**config.mk**
```make
export PLATFORM = sky130hd
export DESIGN_NAME = aos_datapath
export DESIGN_NICKNAME = d
export VERILOG_FILES = /design/src/rtl/core/aos_pkg.sv /design/src/rtl/core/aos_datapath.sv
export SDC_FILE = /design/constraint.sdc
export NUM_CORES = 2
export LEC_CHECK = 0
export BUFFER_PORTS_ARGS = -buffer_cell sky130_fd_sc_hd__buf_2
export CORE_ASPECT_RATIO = 1.25
export CORE_MARGIN = 2
export CORE_UTILIZATION = 35
export CTS_BUF_LIST = sky130_fd_sc_hd__clkbuf_16
export DETAILED_ROUTE_END_ITERATION = 8
export PLACE_DENSITY = 0.6
export SYNTH_ARGS = -nofsm -noshare
export SYNTH_HDL_FRONTEND = slang
export SYNTH_SLANG_ARGS = --single-unit
```
**constraint.sdc**
```tcl
create_clock -name i_clk -period 12.21 [get_ports i_clk]
set_input_delay 0.6105 -clock i_clk [delete_from_list [all_inputs] [get_ports i_clk]]
set_output_delay 0.6105 -clock i_clk [all_outputs]
set_load 0.05 [all_outputs]
```
**src/rtl/core/aos_pkg.sv**
```systemverilog
//==============================================================================
// aos_pkg
// shared constants and types for the angular order sorter
//==============================================================================
`default_nettype none

package aos_pkg;

    localparam int MAX_POINTS = 32;
    localparam int COORD_BITS = 16;
    localparam int TAG_BITS   = 10;
    localparam int IDX_BITS   = $clog2(MAX_POINTS);
    localparam int CNT_BITS   = $clog2(MAX_POINTS + 1);
    localparam int PROD_BITS  = 2 * COORD_BITS;

    // configuration register indexes
    localparam logic [0:0] REG_REF_X = 1'b0;
    localparam logic [0:0] REG_REF_Y = 1'b1;

    // datapath commands
    typedef enum logic [2:0] {
        CMD_NONE,
        CMD_LOAD_A,
        CMD_LOAD_B,
        CMD_MUL_REF,
        CMD_MUL_PAIR
    } t_cmd;

    typedef struct packed {
        t_cmd                cmd;
        logic [IDX_BITS-1:0] addr_a;
        logic [IDX_BITS-1:0] addr_b;
    } t_dp_ctrl;

    typedef struct packed {
        logic first_grp;  // vector a lies in the first group
        logic precedes;   // cross(a, b) > 0
    } t_dp_stat;

endpackage

`default_nettype wire

```
**src/rtl/core/aos_datapath.sv**
```systemverilog
//==============================================================================
// aos_datapath
// vector store, reference registers and cross/dot product unit
//==============================================================================
`default_nettype none

module aos_datapath (
    input  wire logic                                i_clk,
    input  wire logic                                i_rst_n,
    input  wire logic                                i_wr_en,
    input  wire logic [aos_pkg::IDX_BITS-1:0]        i_wr_addr,
    input  wire logic [aos_pkg::TAG_BITS-1:0]        i_wr_tag,
    input  wire logic signed [aos_pkg::COORD_BITS-1:0] i_wr_x,
    input  wire logic signed [aos_pkg::COORD_BITS-1:0] i_wr_y,
    input  wire logic                                i_cfg_we,
    input  wire logic                                i_cfg_idx,
    input  wire logic signed [aos_pkg::COORD_BITS-1:0] i_cfg_data,
    input  wire aos_pkg::t_dp_ctrl                   i_ctrl,
    output aos_pkg::t_dp_stat                        o_stat,
    output logic [aos_pkg::TAG_BITS-1:0]             o_tag_a
);
    import aos_pkg::*;

    logic [TAG_BITS-1:0]          r_mem_tag [MAX_POINTS];
    logic signed [COORD_BITS-1:0] r_mem_x   [MAX_POINTS];
    logic signed [COORD_BITS-1:0] r_mem_y   [MAX_POINTS];

    logic signed [COORD_BITS-1:0] r_ref_x, r_ref_y;
    logic signed [COORD_BITS-1:0] r_ax, r_ay, r_bx, r_by;
    logic [TAG_BITS-1:0]          r_tag_a;
    logic signed [PROD_BITS-1:0]  r_p1, r_p2, r_p3, r_p4;
    logic signed [COORD_BITS-1:0] n_m1, n_m2, n_m3, n_m4;

    // vector store: one write port, one read port
    always_ff @(posedge i_clk) begin
        if (i_wr_en) begin
            r_mem_tag[i_wr_addr] <= i_wr_tag;
            r_mem_x[i_wr_addr]   <= i_wr_x;
            r_mem_y[i_wr_addr]   <= i_wr_y;
        end
        if (i_ctrl.cmd == CMD_LOAD_A) begin
            r_ax    <= r_mem_x[i_ctrl.addr_a];
            r_ay    <= r_mem_y[i_ctrl.addr_a];
            r_tag_a <= r_mem_tag[i_ctrl.addr_a];
        end
        if (i_ctrl.cmd == CMD_LOAD_B) begin
            r_bx <= r_mem_x[i_ctrl.addr_b];
            r_by <= r_mem_y[i_ctrl.addr_b];
        end
    end

    // reference direction registers
    always_ff @(posedge i_clk) begin
        if (!i_rst_n) begin
            r_ref_x <= COORD_BITS'(1);
            r_ref_y <= '0;
        end else if (i_cfg_we) begin
            if (i_cfg_idx == REG_REF_X) r_ref_x <= i_cfg_data;
            else                        r_ref_y <= i_cfg_data;
        end
    end

    // multiplier operand select
    always_comb begin
        if (i_ctrl.cmd == CMD_MUL_REF) begin
            n_m1 = r_ref_y; n_m2 = r_ref_x; n_m3 = r_ref_x; n_m4 = r_ref_y;
        end else begin
            n_m1 = r_by;    n_m2 = r_bx;    n_m3 = r_bx;    n_m4 = r_by;
        end
    end

    // products registered; p1-p2 is cross, p3+p4 is dot
    always_ff @(posedge i_clk) begin
        if (i_ctrl.cmd == CMD_MUL_REF || i_ctrl.cmd == CMD_MUL_PAIR) begin
            r_p1 <= r_ax * n_m1;
            r_p2 <= r_ay * n_m2;
            r_p3 <= r_ax * n_m3;
            r_p4 <= r_ay * n_m4;
        end
    end

    // compares on registered products
    always_comb begin
        o_stat.first_grp = (r_p1 < r_p2) ||
                           ((r_p1 == r_p2) && ((PROD_BITS+1)'(r_p3) + (PROD_BITS+1)'(r_p4)
                                               > $signed((PROD_BITS+1)'(0))));
        o_stat.precedes  = r_p1 > r_p2;
    end

    assign o_tag_a = r_tag_a;

endmodule

`default_nettype wire

```
# == Word level (Yosys, flattened, before mapping) ==
# Memories as Yosys holds them, arrays and structs flattened. A register that Yosys moved wholly into a read port is not among the register bits.
# Cells that the tools add are included.
# word_totals
reg_bits,160
latchBits,0
ram_bits,1344
mem_bits_ro,0
output_inout_bits,12
n_memories,3
# classes
addsub,1
mul,4
n_div,0
magnitude_cmp,3
n_eq_ne,5
shifts,0
n_mux,4
n_bitwise,1
n_reduce_logical,5
# mem_list
memory,words,width,rd,rd_clocked_by_memory_dff,write_ports,line_no,rtl
r_mem_x,32,16,2,2,1,aos_datapath.sv:25,logic signed [COORD_BITS-1:0] r_mem_x [MAX_POINTS];
r_mem_y,32,16,2,2,1,aos_datapath.sv:26,logic signed [COORD_BITS-1:0] r_mem_y [MAX_POINTS];
r_mem_tag,32,10,1,1,1,aos_datapath.sv:24,logic [TAG_BITS-1:0] r_mem_tag [MAX_POINTS];
# op_table
cell,count
$mul 16x16->32,4
$add 32x32->33,1
$gt 33x1->1 const B,1
$eq 32x32->1,1
$gt 32x32->1,1
$lt 32x32->1,1
$mux 16,2
$eq 3x2->1 const B,2
$reduce_and 2->1,2
$eq 3x1->1 const B,1
$eq 3x3->1 const B,1
$logic_or 1x1->1,2
$mux 1,2
$logic_and 1x1->1,1
$not 1->1,1

# == Depth between registers and ports, before layout ==
# depth
word_depth,4
ltp_mapped,30
depth_no_buf,27

# == Worst setup path before layout ==
# Ideal clock, no wire load.
# synth_timing
kind,input -> register
start,input i_ctrl[12] in the netlist's numbering
end,"register r_p2[30], data pin"
setup_time_ns,0.258
arrival_time_ns,7.341
path_slack_ns,4.612
path_stages,25
n_path_buf,3
cell_sequence,nand3b_1 clkbuf_1 buf_1 mux2_2 clkbuf_1 nand2_1 inv_1 fa_1 fa_1 fa_1 fa_1 fa_1 inv_1 fa_1 inv_1 ha_1 nor3_1 nor2_1 a31o_1 a21o_1 or3_1 a31oi_1 o41ai_1 a21oi_1 xnor2_1
# synth_via
elab_chain_len,3
# synth_lines
element,line_no,rtl
start: declaration,aos_datapath.sv:18,"input wire aos_pkg::t_dp_ctrl i_ctrl,"
$eq 3x2->1,aos_datapath.sv:65,if (i_ctrl.cmd == CMD_MUL_REF) begin
$mux 16,aos_datapath.sv:65,
$mul 16x16->32,aos_datapath.sv:76,r_p2 <= r_ay * n_m2;
end signal: assignment,aos_datapath.sv:76,
end: declaration,aos_datapath.sv:31,"logic signed [PROD_BITS-1:0] r_p1, r_p2, r_p3, r_p4;"
# No other way between the ends.
# A chain may end at the register's enable or synchronous reset.

# == Final worst setup path ==
# Same ends and word-level chain as after synthesis.

==> flow_summary.yaml <==
die:
  dieWidth_um: 502
  die_h_um: 626
  coreArea_sq_mm: 0.308
  rows: 228
  dieArea_sq_mm: 0.314
  io-pin-count: 93
  initial_core_util_pct: 35.1
worst_setup_path:
  critPathRequiredTime_ns: 12.75
  regToRegSetupSlack_ns: 4.65
  critPathMaxFanout: 32
  critical_path.endpoint_type: "flip-flop"
  path_class: "input port to flip-flop"
  worstReg2RegEnd: "r_p1[30]"
  critPathLaunch: "i_ctrl[12]"
  rr_worst_depth: 20
  arrival_ns: 8.67
  r2r-start: "r_ref_y[1]"
  cp-start-kind: "input port"
routing:
  viasPerCell: 5.32
  wl_per_cell_um: 24.9
  wirelength_um: 294000
  dr.pass1.iters: 6
  ant_nets: 0
  num_vias: 62800
  drcViolationCount: 0
  initialDrtViolationCount: 5927
placement:
  place_ws_ns: 3.22
  dp_hpwl_um: 187000
  io_buffers: 92
  routabilityCongestion: 0.829
  placed_area_sq_mm: 0.114
clock_network:
  cts_buffers: 171
  tritoncts: "built"
  clock_sinks: 1578
  clock_latency_ns: 0.86
  clkTransAtPathRegs_ns: 0.06
  htree_levels: 4
  clock_path_buffers: 3
  clockRootBuffer: "clkbuf_16"
synthesis:
  syn_avg_cell_area_sq_um: 14.4
  synthAdderAreaFrac_pct: 23.9
  synth-compound-area-share_pct: 2.67
  yosysWarnings: 0
  synth-simple-area-share_pct: 6.68
  syn_area_sq_mm: 0.108
  ys_async_sr_fraction_pct: 0
  synthDistinctLibCells: 78
  postSynthCellCount: 7517
  synth_top_flop_cell: "edfxtp_1"
  yosys_register_bits: 1578
  synth_edf_count: 1546
  synth_seq_area_share_pct: 43.4
  synth_top_family_by_area: "adder cells"
  synth_nets: 9039
  synth_xor_area_share_pct: 1.23
  synthMuxAreaShare_pct: 16.6
hold_path:
  holdCritStartpoint: "i_cfg_data[12]"
  holdPathEnd: "r_ref_x[12]"
  hold_path.class: "input port to flip-flop"
  holdPathStages: 3
timing:
  rsz0062_at_grt: "no"
  tightest_slew_ns: 1.20
  finClkSkew_ns: 0.0835
  drv_slew: 0
  slew_headroom_pct: 19.8
  min_period_ns: 8.13
  finalHoldViolCount: 0
  fmax_mhz: 123
  fin_tns_setup_ns: 0
  fin_ws_ns: 4.08
  fin_crit_sh_pct: 66.6
  setup_violations: 0
power:
  p_seq_share_pct: 28.4
  power_frac_comb_pct: 50.1
  switching_share_pct: 38.4
  ir_drop_uv: 286
  p_sw_uw: 9400
  p_int_uw: 15100
  p_clk_share_pct: 21.6
  p_leak_uw: 0.0457
  p_per_area_mw_per_mm2: 205
global_routing:
  grt_pass1_vias: 69000
  grt_pass1_wl_um: 440000
  globalRoute.totalOverflow: 0
  grt_usage_pct: 18.9
  antenna_found_initial: 36
  grt_max_degree: 143
final_layout:
  regArea_sq_mm: 0.0471
  final_area_sq_mm: 0.120
  layout-drive-gt1-share_pct: 18.1
  nNetsFinal: 9028
  multi_input_area_sq_mm: 0.0556
  area_growth_syn_to_layout_pct: 10.4
  fillers: 28500
  final_common_cell: "edfxtp_1"
  layout_common_cells: "edfxtp_1 (1546), inv_1 (1218), fa_1 (1049)"
job:
  maxCapViolations: 0
outcome:
  status: "finished, final reports clean"
[Yosys cell counts (22+ instances only)]
| cell type | n | area, sq um |
|---|---|---|
| nand2_1 | 602 | 2260 |
| a21oi_1 | 126 | 631 |
| buf_1 | 68 | 255 |
| fa_1 | 1049 | 21000 |
| edfxtp_1 | 1546 | 46400 |
| dfxtp_1 | 32 | 641 |
| nor2b_1 | 72 | 450 |
| mux4_2 | 740 | 16700 |
| xnor2_1 | 120 | 1050 |
| a21o_1 | 53 | 398 |
| nor3_1 | 31 | 155 |
| xor2_1 | 32 | 280 |
| o21ai_0 | 59 | 295 |
| mux2_2 | 103 | 1160 |
| ha_1 | 392 | 4900 |
| and2_1 | 440 | 2750 |
| inv_1 | 1188 | 4460 |
| a21boi_0 | 35 | 263 |
| clkbuf_1 | 317 | 1190 |
| nor2_1 | 170 | 638 |
| nand3_1 | 32 | 160 |
| or2_2 | 22 | 138 |
| o21a_1 | 25 | 188 |
[critical path, cell delays in order]
cell and delay [ns]:
buf_2 0.13, nand3b_1 0.74, buf_4 0.46, mux2_2 0.85, nand2_1 0.29, fa_1 0.59
inv_1 0.07, fa_1 0.79, fa_1 0.53, fa_1 0.50, fa_1 0.50, inv_1 0.05
fa_1 0.47, inv_1 0.05, ha_1 0.36, nor3_1 0.22, nor2_1 0.09, a31o_1 0.22
a21o_1 0.18, or3_1 0.32, a31oi_1 0.23, o41ai_1 0.12, a21oi_1 0.18, xnor2_1 0.09
[cell type report]
cell class | count | share of cell area (%)
inverters | 1191 | 3.74
diodes | 8 | 0.0167
clock inverters | 140 | 1.21
repair buffers | 209 | 1.20
flip-flops and latches | 1578 | 39.4
multi-input cells | 4355 | 46.5
clock buffers | 172 | 3.60
well taps | 4140 | 4.33
[registers in the layout, indices dropped and copies added (netlist names), 32 cells and up]
| signal | count |
|---|---|
| r_mem_tag | 320 |
| r_mem_x | 512 |
| r_mem_y | 512 |
| r_p1 | 32 |
| r_p2 | 32 |
| r_p3 | 32 |
| r_p4 | 32 |
[metal layers]
layer / up-vias / wire length, um / global-route usage (%)
met5: - / 63 / 0
met4: 10 / 11400 / 6.81
met3: 524 / 17300 / 2.55
met2: 2167 / 153000 / 33.8
met1: 33800 / 112000 / 23.3
li1: 26300 / - / -
[what timing repair did]
item	in CTS	in global routing
hold buffers	1	0
gates resized for setup	0	0
buffers inserted	0	0
hold endpoints to repair	1	0
[through the flow]
step,total power [uW],hold WS [ns],utilization (%),instances
6_report,24500,0.0629,38.8,11800
3_5_place_dp,19400,0.462,36.9,11500
4_1_cts,24700,0.00641,38.8,11800
5_1_grt,26500,0.0252,38.8,11800
3_3_place_gp,19200,0.458,36.9,11500
2_1_floorplan,16400,0.440,-,7517
[worst max path at each step]
stage / endpoint / cells after the start
after detailed placement: r_p2[30] / 24
after global routing: r_p2[30] / 26
final: r_p2[30] / 24
after floorplan: r_p2[30] / 25
after global placement: r_p2[31] / 26
after CTS: r_p2[30] / 24
[logic make-up (layout without fill, tap and decap cells)]
family | Yosys count | in the layout
buf+inv | 1584 | 1712
xor+xnor | 152 | 152
simple gates | 1468 | 1468
compound gates | 437 | 437
mux | 857 | 857
other cells | 0 | 8
flops | 1578 | 1578
fa+ha+maj | 1441 | 1441
[power groups by stage]
| stage | clock (uW) | combinational (uW) | sequential [uW] |
|---|---|---|---|
| floorplan | 0 | 9400 | 6980 |
| global placement | 0 | 12100 | 7070 |
| detailed placement | 0 | 12300 | 7070 |
| CTS | 5360 | 12400 | 6960 |
| global route | 5570 | 13900 | 6970 |
| finish | 5280 | 12300 | 6950 |
Note: power is estimated with default switching activity, not from simulation.
