$ cat src/rtl/core/aos_pkg.sv
//==============================================================================
// aos_pkg
// shared constants and types for the angular order sorter
//==============================================================================
`default_nettype none

package aos_pkg;

    localparam int MAX_POINTS = 32;
    localparam int COORD_BITS = 16;
    localparam int TAG_BITS   = 10;
    localparam int IDX_BITS   = $clog2(MAX_POINTS);
    localparam int CNT_BITS   = $clog2(MAX_POINTS + 1);
    localparam int PROD_BITS  = 2 * COORD_BITS;

    // configuration register indexes
    localparam logic [0:0] REG_REF_X = 1'b0;
    localparam logic [0:0] REG_REF_Y = 1'b1;

    // datapath commands
    typedef enum logic [2:0] {
        CMD_NONE,
        CMD_LOAD_A,
        CMD_LOAD_B,
        CMD_MUL_REF,
        CMD_MUL_PAIR
    } t_cmd;

    typedef struct packed {
        t_cmd                cmd;
        logic [IDX_BITS-1:0] addr_a;
        logic [IDX_BITS-1:0] addr_b;
    } t_dp_ctrl;

    typedef struct packed {
        logic first_grp;  // vector a lies in the first group
        logic precedes;   // cross(a, b) > 0
    } t_dp_stat;

endpackage

`default_nettype wire

$ cat src/rtl/core/aos_ctrl.sv
//==============================================================================
// aos_ctrl
// sequencer: loads vectors, partitions, insertion sorts, streams tags
//==============================================================================
`default_nettype none

module aos_ctrl (
    input  wire logic                          i_clk,
    input  wire logic                          i_rst_n,
    input  wire logic                          i_in_valid,
    input  wire logic                          i_in_last,
    output logic                               o_in_ready,
    output logic                               o_wr_en,
    output logic [aos_pkg::IDX_BITS-1:0]       o_wr_addr,
    output aos_pkg::t_dp_ctrl                  o_ctrl,
    input  wire aos_pkg::t_dp_stat             i_stat,
    input  wire logic [aos_pkg::TAG_BITS-1:0]  i_tag_a,
    output logic                               o_out_valid,
    input  wire logic                          i_out_ready,
    output logic [aos_pkg::TAG_BITS-1:0]       o_out_tag,
    output logic                               o_out_last,
    output logic                               o_out_ovf
);
    import aos_pkg::*;

    typedef enum logic [3:0] {
        S_LOAD, S_PA, S_PM, S_PC, S_SA, S_SB, S_SM, S_SC,
        S_OA, S_OW, S_OUT
    } t_state;

    t_state              r_state;
    logic [CNT_BITS-1:0] r_cnt, r_i, r_k, r_split, r_fill, r_lo, r_hi;
    logic                r_ovf, r_grp2;
    logic [IDX_BITS-1:0] r_ord [MAX_POINTS];
    logic [IDX_BITS-1:0] r_key;
    logic                r_out_valid, r_out_last, r_out_ovf;
    logic [TAG_BITS-1:0] r_out_tag;

    logic in_fire;
    assign in_fire   = i_in_valid && o_in_ready;
    assign o_in_ready = (r_state == S_LOAD);
    assign o_wr_en   = in_fire && (r_cnt < CNT_BITS'(MAX_POINTS));
    assign o_wr_addr = r_cnt[IDX_BITS-1:0];

    // datapath commands from the current state
    always_comb begin
        o_ctrl.cmd    = CMD_NONE;
        o_ctrl.addr_a = r_i[IDX_BITS-1:0];
        o_ctrl.addr_b = r_ord[r_k[IDX_BITS-1:0] - IDX_BITS'(1)];
        case (r_state)
            S_PA:    o_ctrl.cmd = CMD_LOAD_A;
            S_PM:    o_ctrl.cmd = CMD_MUL_REF;
            S_SA: begin
                o_ctrl.cmd    = CMD_LOAD_A;
                o_ctrl.addr_a = r_ord[r_i[IDX_BITS-1:0]];
            end
            S_SB:    o_ctrl.cmd = CMD_LOAD_B;
            S_SM:    o_ctrl.cmd = CMD_MUL_PAIR;
            S_OA: begin
                o_ctrl.cmd    = CMD_LOAD_A;
                o_ctrl.addr_a = r_ord[r_i[IDX_BITS-1:0]];
            end
            default: o_ctrl.cmd = CMD_NONE;
        endcase
    end

    // state, order list and output register
    always_ff @(posedge i_clk) begin
        if (!i_rst_n) begin
            r_state     <= S_LOAD;
            r_cnt       <= '0;
            r_ovf       <= 1'b0;
            r_out_valid <= 1'b0;
            r_grp2      <= 1'b0;
        end else begin
            case (r_state)
                S_LOAD: begin
                    if (in_fire) begin
                        if (r_cnt < CNT_BITS'(MAX_POINTS)) r_cnt <= r_cnt + 1'b1;
                        else                                r_ovf <= 1'b1;
                        if (i_in_last) begin
                            r_i     <= '0;
                            r_split <= '0;
                            r_state <= S_PA;
                        end
                    end
                end
                // passes 1 and 2: first group into the front of the list, then the rest behind it
                S_PA: r_state <= S_PM;
                S_PM: r_state <= S_PC;
                S_PC: begin
                    if (i_stat.first_grp != r_grp2) begin
                        r_ord[r_split[IDX_BITS-1:0]] <= r_i[IDX_BITS-1:0];
                        r_split <= r_split + 1'b1;
                    end
                    if (r_i + 1'b1 == r_cnt) begin
                        if (!r_grp2) begin
                            r_i    <= '0;
                            r_grp2 <= 1'b1;
                            r_fill <= r_split + CNT_BITS'(i_stat.first_grp);
                            r_state <= S_PA;
                        end else begin
                            r_grp2 <= 1'b0;
                            // sort first group [0, fill)
                            r_lo    <= '0;
                            r_hi    <= r_fill;
                            r_i     <= CNT_BITS'(1);
                            r_k     <= CNT_BITS'(1);
                            r_state <= S_SA;
                        end
                    end else begin
                        r_i     <= r_i + 1'b1;
                        r_state <= S_PA;
                    end
                end
                // insertion sort over [lo, hi)
                S_SA: begin
                    if (r_i >= r_hi) begin
                        if (r_lo == '0 && r_hi != r_cnt) begin
                            r_lo <= r_hi; r_hi <= r_cnt;
                            r_i  <= r_hi + 1'b1; r_k <= r_hi + 1'b1;
                        end else begin
                            r_i <= '0;
                            r_state <= S_OA;
                        end
                    end else begin
                        r_key   <= r_ord[r_i[IDX_BITS-1:0]];
                        r_k     <= r_i;
                        r_state <= S_SB;
                    end
                end
                S_SB: begin
                    if (r_k == r_lo) begin
                        r_ord[r_k[IDX_BITS-1:0]] <= r_key;
                        r_i     <= r_i + 1'b1;
                        r_state <= S_SA;
                    end else begin
                        r_state <= S_SM;
                    end
                end
                S_SM: r_state <= S_SC;
                S_SC: begin
                    if (i_stat.precedes) begin
                        r_ord[r_k[IDX_BITS-1:0]] <=
                            r_ord[r_k[IDX_BITS-1:0] - IDX_BITS'(1)];
                        r_k     <= r_k - 1'b1;
                        r_state <= S_SB;
                    end else begin
                        r_ord[r_k[IDX_BITS-1:0]] <= r_key;
                        r_i     <= r_i + 1'b1;
                        r_state <= S_SA;
                    end
                end
                // stream tags out
                S_OA: begin
                    if (r_i == r_cnt) begin
                        r_cnt   <= '0;
                        r_ovf   <= 1'b0;
                        r_state <= S_LOAD;
                    end else begin
                        r_state <= S_OW;
                    end
                end
                S_OW: begin
                    r_out_valid <= 1'b1;
                    r_out_tag   <= i_tag_a;
                    r_out_last  <= (r_i + 1'b1 == r_cnt);
                    r_out_ovf   <= r_ovf;
                    r_state     <= S_OUT;
                end
                S_OUT: begin
                    if (i_out_ready) begin
                        r_out_valid <= 1'b0;
                        r_i         <= r_i + 1'b1;
                        r_state     <= S_OA;
                    end
                end
                default: r_state <= S_LOAD;
            endcase
        end
    end

    assign o_out_valid = r_out_valid;
    assign o_out_tag   = r_out_tag;
    assign o_out_last  = r_out_last;
    assign o_out_ovf   = r_out_ovf;

endmodule

`default_nettype wire

$ cat config.mk
export PLATFORM = sky130hd
export DESIGN_NAME = aos_ctrl
export DESIGN_NICKNAME = d
export VERILOG_FILES = /design/src/rtl/core/aos_pkg.sv /design/src/rtl/core/aos_ctrl.sv
export SDC_FILE = /design/constraint.sdc
export NUM_CORES = 1
export LEC_CHECK = 0
export ABC_AREA = 0
export BUFFER_PORTS_ARGS = -buffer_cell sky130_fd_sc_hd__buf_2
export CAP_MARGIN = 20
export CELL_PAD_IN_SITES_DETAIL_PLACEMENT = 1
export CELL_PAD_IN_SITES_GLOBAL_PLACEMENT = 1
export CORE_UTILIZATION = 25
export CTS_CLUSTER_DIAMETER = 30
export DETAILED_ROUTE_END_ITERATION = 8
export GPL_ROUTABILITY_DRIVEN = 0
export PLACE_DENSITY_LB_ADDON = 0.1
export SLEW_MARGIN = 20
export SYNTH_ARGS = -nofsm -noshare
export SYNTH_HDL_FRONTEND = slang
export SYNTH_SLANG_ARGS = --single-unit
$ cat constraint.sdc
create_clock -name i_clk -period 4.1 [get_ports i_clk]
set_input_delay 0.41 -clock i_clk [delete_from_list [all_inputs] [get_ports i_clk]]
set_output_delay 0.41 -clock i_clk [all_outputs]
set_load 0.02 [all_outputs]
Word level (Yosys, flattened, before mapping) --
Memory sizes are Yosys's and may differ from the RTL's. A register that Yosys moved wholly into a read port is not among the register bits. Index checks and enable logic that the tools add are counted.
Storage, ports and cells: bits in registers 66, RAM bits 160, input bits 17, output and inout bits 33, memories kept 1
Memories:
- r_ord | depth 32, width 5, read ports 2, clocked after memory_dff 1, write ports 1, line aos_ctrl.sv:34 | logic [IDX_BITS-1:0] r_ord [MAX_POINTS];
Operators by class: $add $sub $neg 7, magnitude comparators 2, equality and inequality tests 31, muxes and demuxes 74, bitwise operators 4, reductions and logical operators 26
Operators with widths (count):
- 2-to-1 mux 6 bit | 25
- one-hot mux 6 bit (2 select lines) | 4
- one-hot mux 4 bit (11 select lines) | 1
- one-hot mux 6 bit (6 select lines) | 1
- 2-to-1 mux 5 bit | 6
- 2-to-1 mux 4 bit | 7
- adder 6 x 1 -> 6 bit, second input constant | 4
- 2-to-1 mux 1 bit | 24
- != test 2 bit, second input constant | 12
- == test 6 bit | 3
- one-hot mux 6 bit (3 select lines) | 1
- == test 4 x 3 -> 1 bit, second input constant | 4
- AND reduction 4 bit | 4
- == test 4 bit, second input constant | 3
- one-hot mux 3 bit (4 select lines) | 1
- AND reduction 6 bit | 2
- == test 4 x 2 -> 1 bit, second input constant | 2
- AND reduction 8 bit | 1
- nonzero test 2 bit | 4
- adder 6 x 1 -> 6 bit | 1
- >= comparator 6 bit | 1
- logical NOT 6 bit | 1
- < comparator 6 bit, second input constant | 1
- != test 3 bit, second input constant | 2
- other kinds (21) | 29

Logic depth before layout (Yosys ltp) --
depth in word-level cells 9, gate-level depth with buffers 12, mapped depth without buffers 9

Worst setup path after synthesis --
No wires, ideal clock.
path type flip-flop to flip-flop, from register r_k[0], to memory r_ord[0][3] (netlist name), data pin, setup time 0.454 ns, arrival time 3.652 ns, setup slack -0.006 ns, cell stages (with the launch flop) 13, clock period less this slack 4.106 ns, cells stage by stage edfxtp_1 -> buf_4 -> buf_2 -> inv_1 -> ha_1 -> clkbuf_1 -> buf_1 -> mux4_2 -> mux2i_1 -> a32o_1 -> a221oi_1 -> o221ai_1 -> o21ai_0
RTL lines:
- start, declared | line aos_ctrl.sv:32 | logic [CNT_BITS-1:0] r_cnt, r_i, r_k, r_split, r_fill, r_lo, r_hi;
- start signal, assigned | line aos_ctrl.sv:121 | r_i <= r_hi + 1'b1; r_k <= r_hi + 1'b1;
- start signal, assigned | line aos_ctrl.sv:128 | r_k <= r_i;
- start signal, assigned | line aos_ctrl.sv:146 | r_k <= r_k - 1'b1;
- end, declared | line aos_ctrl.sv:34

==> summary.md <==
| Metric | Value |
|---|---|
| Worst path setup slack after routing | `392 ps` |
| Met2 routing resource usage after global routing | `28.1%` |
| Worst Hold End | `r_state[0]` |
| Number of max-cap violations | `0` |
| Hold violation total from the final report | `0` |
| Sort of element at the end of the critical path | `primary output` |
| Crit path DAT | `3300 ps` |
| Startpoint-to-endpoint class of the critical path | `register to primary output` |
| Total of buffers placed on input and output ports | `49` |
| Vias in the first global route | `8634` |
| Antenna-violating nets left | `0` |
| # rows | `79` |
| Class of the worst hold path | `primary input to register` |
| Number of antenna diodes | `0` |
| Total clock buffers created by CTS | `67` |
| Quantity of hold-fixing buffers added after cts | `10` |
| Most frequent standard cell in the layout excluding fill and tap cells | `sky130_fd_sc_hd__edfxtp_1` |
| Transition at the pin with the smallest max-transition slack | `864 ps` |
| Max H-tree Level | `3` |
| Final number of setup-violating endpoints | `0` |
| Count of pins over their slew limit | `0` |
| Sequential area share after synthesis | `57.4%` |
| Hold path start | `i_rst_n` |
| Reg-to-reg setup timing slack | `730 ps` |
| Async SR Flop Fraction | `0%` |
| Number of cells produced by synthesis | `802` |
| Beginning of the worst register-to-register path | `r_k[0]` |
| Max-slew headroom | `42.2%` |
| R2r worst-path depth | `10` |
| Met3 layer usage reported by global route | `3.87%` |
| Min-Delay Path Depth | `2` |
| Setup repair after global routing missed its margin | `false` |
| Avg Inst Size Synth | `14.7 um2` |
| Most used cells in the layout excluding fill and tap cells | `sky130_fd_sc_hd__edfxtp_1, sky130_fd_sc_hd__mux4_2, sky130_fd_sc_hd__nor2_1` |
| Netlist cell types | `66` |
| Buffer type at the clock tree root | `sky130_fd_sc_hd__clkbuf_16` |
| Average wire length per cell after detail routing | `24.9 um` |
| Via/cell ratio | `4.93` |
| Antenna violations before repair | `1` |
| Req. time, crit path | `3690 ps` |
| Static Leak | `5.41 nW` |
| Tot GR Track Use | `17.2%` |
| Worst R2R End | `r_ord[5][2]` |
| VDD IR-drop max | `0.000286 V` |
| First-pass GRT wire length | `59200 um` |
| Die area | `48000 um2` |
| Type of origin of the critical path | `register` |
| Final HPWL from detailed placement | `28400 um` |
| Sinks on Clock Net | `231` |
| Number of buffers inserted to repair setup after CTS | `0` |
| Area of the multi-input gates | `4710 um2` |
| Minimum period implied by the final worst setup slack | `3710 ps` |
| First drt pass iteration count | `4` |
| Setup total negative slack | `0 ps` |
| Sequential cell area in the final layout | `6760 um2` |
| Share of cells above drive strength 1 | `33.5%` |
| Global-route congestion overflow total | `0` |
| IO Pins | `50` |
| Clock Pin Slew Worst Setup and Hold Paths | `40 ps` |
| Clock buffer depth | `3` |
| Syn Std Cell Area | `11800 um2` |
| Max Fanout on Critical Path | `9` |
| Floorplan die height | `219 um` |
| Yosys Warn Count | `0` |
| Detailed Route Iter0 Violations | `465` |
| Filler instances | `4842` |
| Setup skew after layout | `28.2 ps` |
| Maximum number of pins on one net before global-route repair | `42` |
| Most common flop cell mapped by yosys | `sky130_fd_sc_hd__edfxtp_1` |
| Routed Wire Length | `39700 um` |
| Pre-CTS setup slack | `695 ps` |
| Result of the run | `completed` |
| Power density cells | `542 nW/um2` |
| Core region area | `46500 um2` |
| Net Count, Synth | `832` |
| Post-synth EDFFs | `213` |
| Highest-utilization routing layer at the global route stage | `met2` |
| Post-cts sizing count | `0` |
| Synthesis-to-finish area growth | `32.5%` |
| Layout Nets | `967` |
| Hold slack | `214 ps` |
| DRC violation count after routing | `0` |
| Total vias in the final route | `7875` |
| Achievable frequency | `270 MHz` |
| Later-pin clock latency in the skew report | `580 ps` |
| Count of state elements after synthesis | `231` |
| Starting density of the core | `25.3%` |
| Clock tree from TritonCTS | `done` |
| Fraction of the cycle the final worst path needs | `90.4%` |
| GR met1 Demand/Resource | `22.3%` |
| Die width | `219 um` |
[layout make-up]
cell class | count | share of cell area [%]
Inverter | 23 | 0.553
Clock inverter | 40 | 3.54
Sequential cell | 231 | 43.3
Clock buffer | 81 | 11.4
Tap cell | 607 | 4.87
Timing Repair Buffer | 124 | 6.17
Multi-Input combinational cell | 490 | 30.2
[worst max-delay path: stages, from the launching register on]
cell	delay [ps]
sky130_fd_sc_hd__dfxtp_2	590
sky130_fd_sc_hd__buf_4	330
sky130_fd_sc_hd__mux4_2	580
sky130_fd_sc_hd__mux4_2	550
sky130_fd_sc_hd__mux2_2	300
sky130_fd_sc_hd__nor2_1	100
sky130_fd_sc_hd__a21oi_1	70
sky130_fd_sc_hd__buf_2	180
[routing by layer]
| metal | wire length [um] | up-vias |
|---|---|---|
| met1 | 17500 | 4151 |
| met5 | 0 | - |
| met4 | 942 | 0 |
| met3 | 1850 | 66 |
| met2 | 19400 | 172 |
| li1 | - | 3486 |
[through the flow]
| step | cell area, um2 | total power [W] | std cells | util, % |
|---|---|---|---|---|
| 3_3_place_gp | 13000 | 0.00310 | 1461 | 28.1 |
| 4_1_cts | 15600 | 0.00858 | 1596 | 33.6 |
| 6_report | 15600 | 0.00846 | 1596 | 33.6 |
| 2_1_floorplan | 11800 | 0.00294 | 802 | - |
| 3_5_place_dp | 13200 | 0.00312 | 1465 | 28.4 |
| 5_1_grt | 15600 | 0.00873 | 1596 | 33.6 |
[where the power goes]
part	internal, W	total [W]	switching [W]
clock	0.00386	0.00538	0.00152
combinational	0.000191	0.000428	0.000237
sequential	0.00259	0.00265	0.0000566
[cell families after synthesis]
logic type / share of synthesized area (%)
flip-flops: 57.4
XOR/XNOR: 3.61
AO/OA/AOI/OAI: 6.77
AND/OR/NAND/NOR: 8.31
multiplexers: 19.3
buffers and inverters: 3.22
adder cells (fa/ha/maj): 1.38
[cells in the mapped netlist, types with 5 or more instances]
library cell,instances,area share [%]
sky130_fd_sc_hd__ha_1,13,1.4
sky130_fd_sc_hd__o22ai_1,13,0.69
sky130_fd_sc_hd__o21ai_0,15,0.64
sky130_fd_sc_hd__mux2_2,7,0.67
sky130_fd_sc_hd__nor3_1,16,0.68
sky130_fd_sc_hd__a31oi_1,15,0.80
sky130_fd_sc_hd__mux4_2,90,17
sky130_fd_sc_hd__inv_1,23,0.73
sky130_fd_sc_hd__nand3_1,14,0.60
sky130_fd_sc_hd__edfxtp_1,213,54
sky130_fd_sc_hd__mux2i_1,17,1.4
sky130_fd_sc_hd__nor2_1,73,2.3
sky130_fd_sc_hd__xnor2_1,32,2.4
sky130_fd_sc_hd__dfxtp_1,18,3.1
sky130_fd_sc_hd__buf_4,11,0.70
sky130_fd_sc_hd__o221ai_1,6,0.45
sky130_fd_sc_hd__a32o_1,5,0.43
sky130_fd_sc_hd__buf_2,18,0.77
sky130_fd_sc_hd__xor2_1,14,1.0
sky130_fd_sc_hd__nor2b_1,7,0.37
sky130_fd_sc_hd__a221oi_1,5,0.37
sky130_fd_sc_hd__clkbuf_1,19,0.61
sky130_fd_sc_hd__buf_1,6,0.19
sky130_fd_sc_hd__nand2_1,53,1.7
sky130_fd_sc_hd__a21oi_1,19,0.81
sky130_fd_sc_hd__nand2b_1,6,0.32
[flip-flops by register name, summed over array words and instances (netlist names), named ones only]
name and count:
r_i 6, r_split 6, o_out_ovf 1, r_ovf 1, r_cnt 6, r_key 5
r_grp2 1, r_state 4, r_fill 6, r_lo 6, o_out_tag 10, o_out_valid 1
r_ord 160, r_k 6, o_out_last 1, r_hi 6
[how the worst max path moves through the flow]
stage	startpoint	endpoint	slack (ps)	cells after the start
after floorplan	r_k[0]	r_ord[0][0]	0.1	12
after global placement	r_k[0]	r_ord[5][1]	310	9
after detailed placement	r_k[0]	r_ord[5][2]	700	10
after CTS	register	o_ctrl[5]	300	7
after global routing	r_k[0]	o_ctrl[2]	180	8
final	register	o_ctrl[7]	390	7
(Power assumes the default switching activity.)
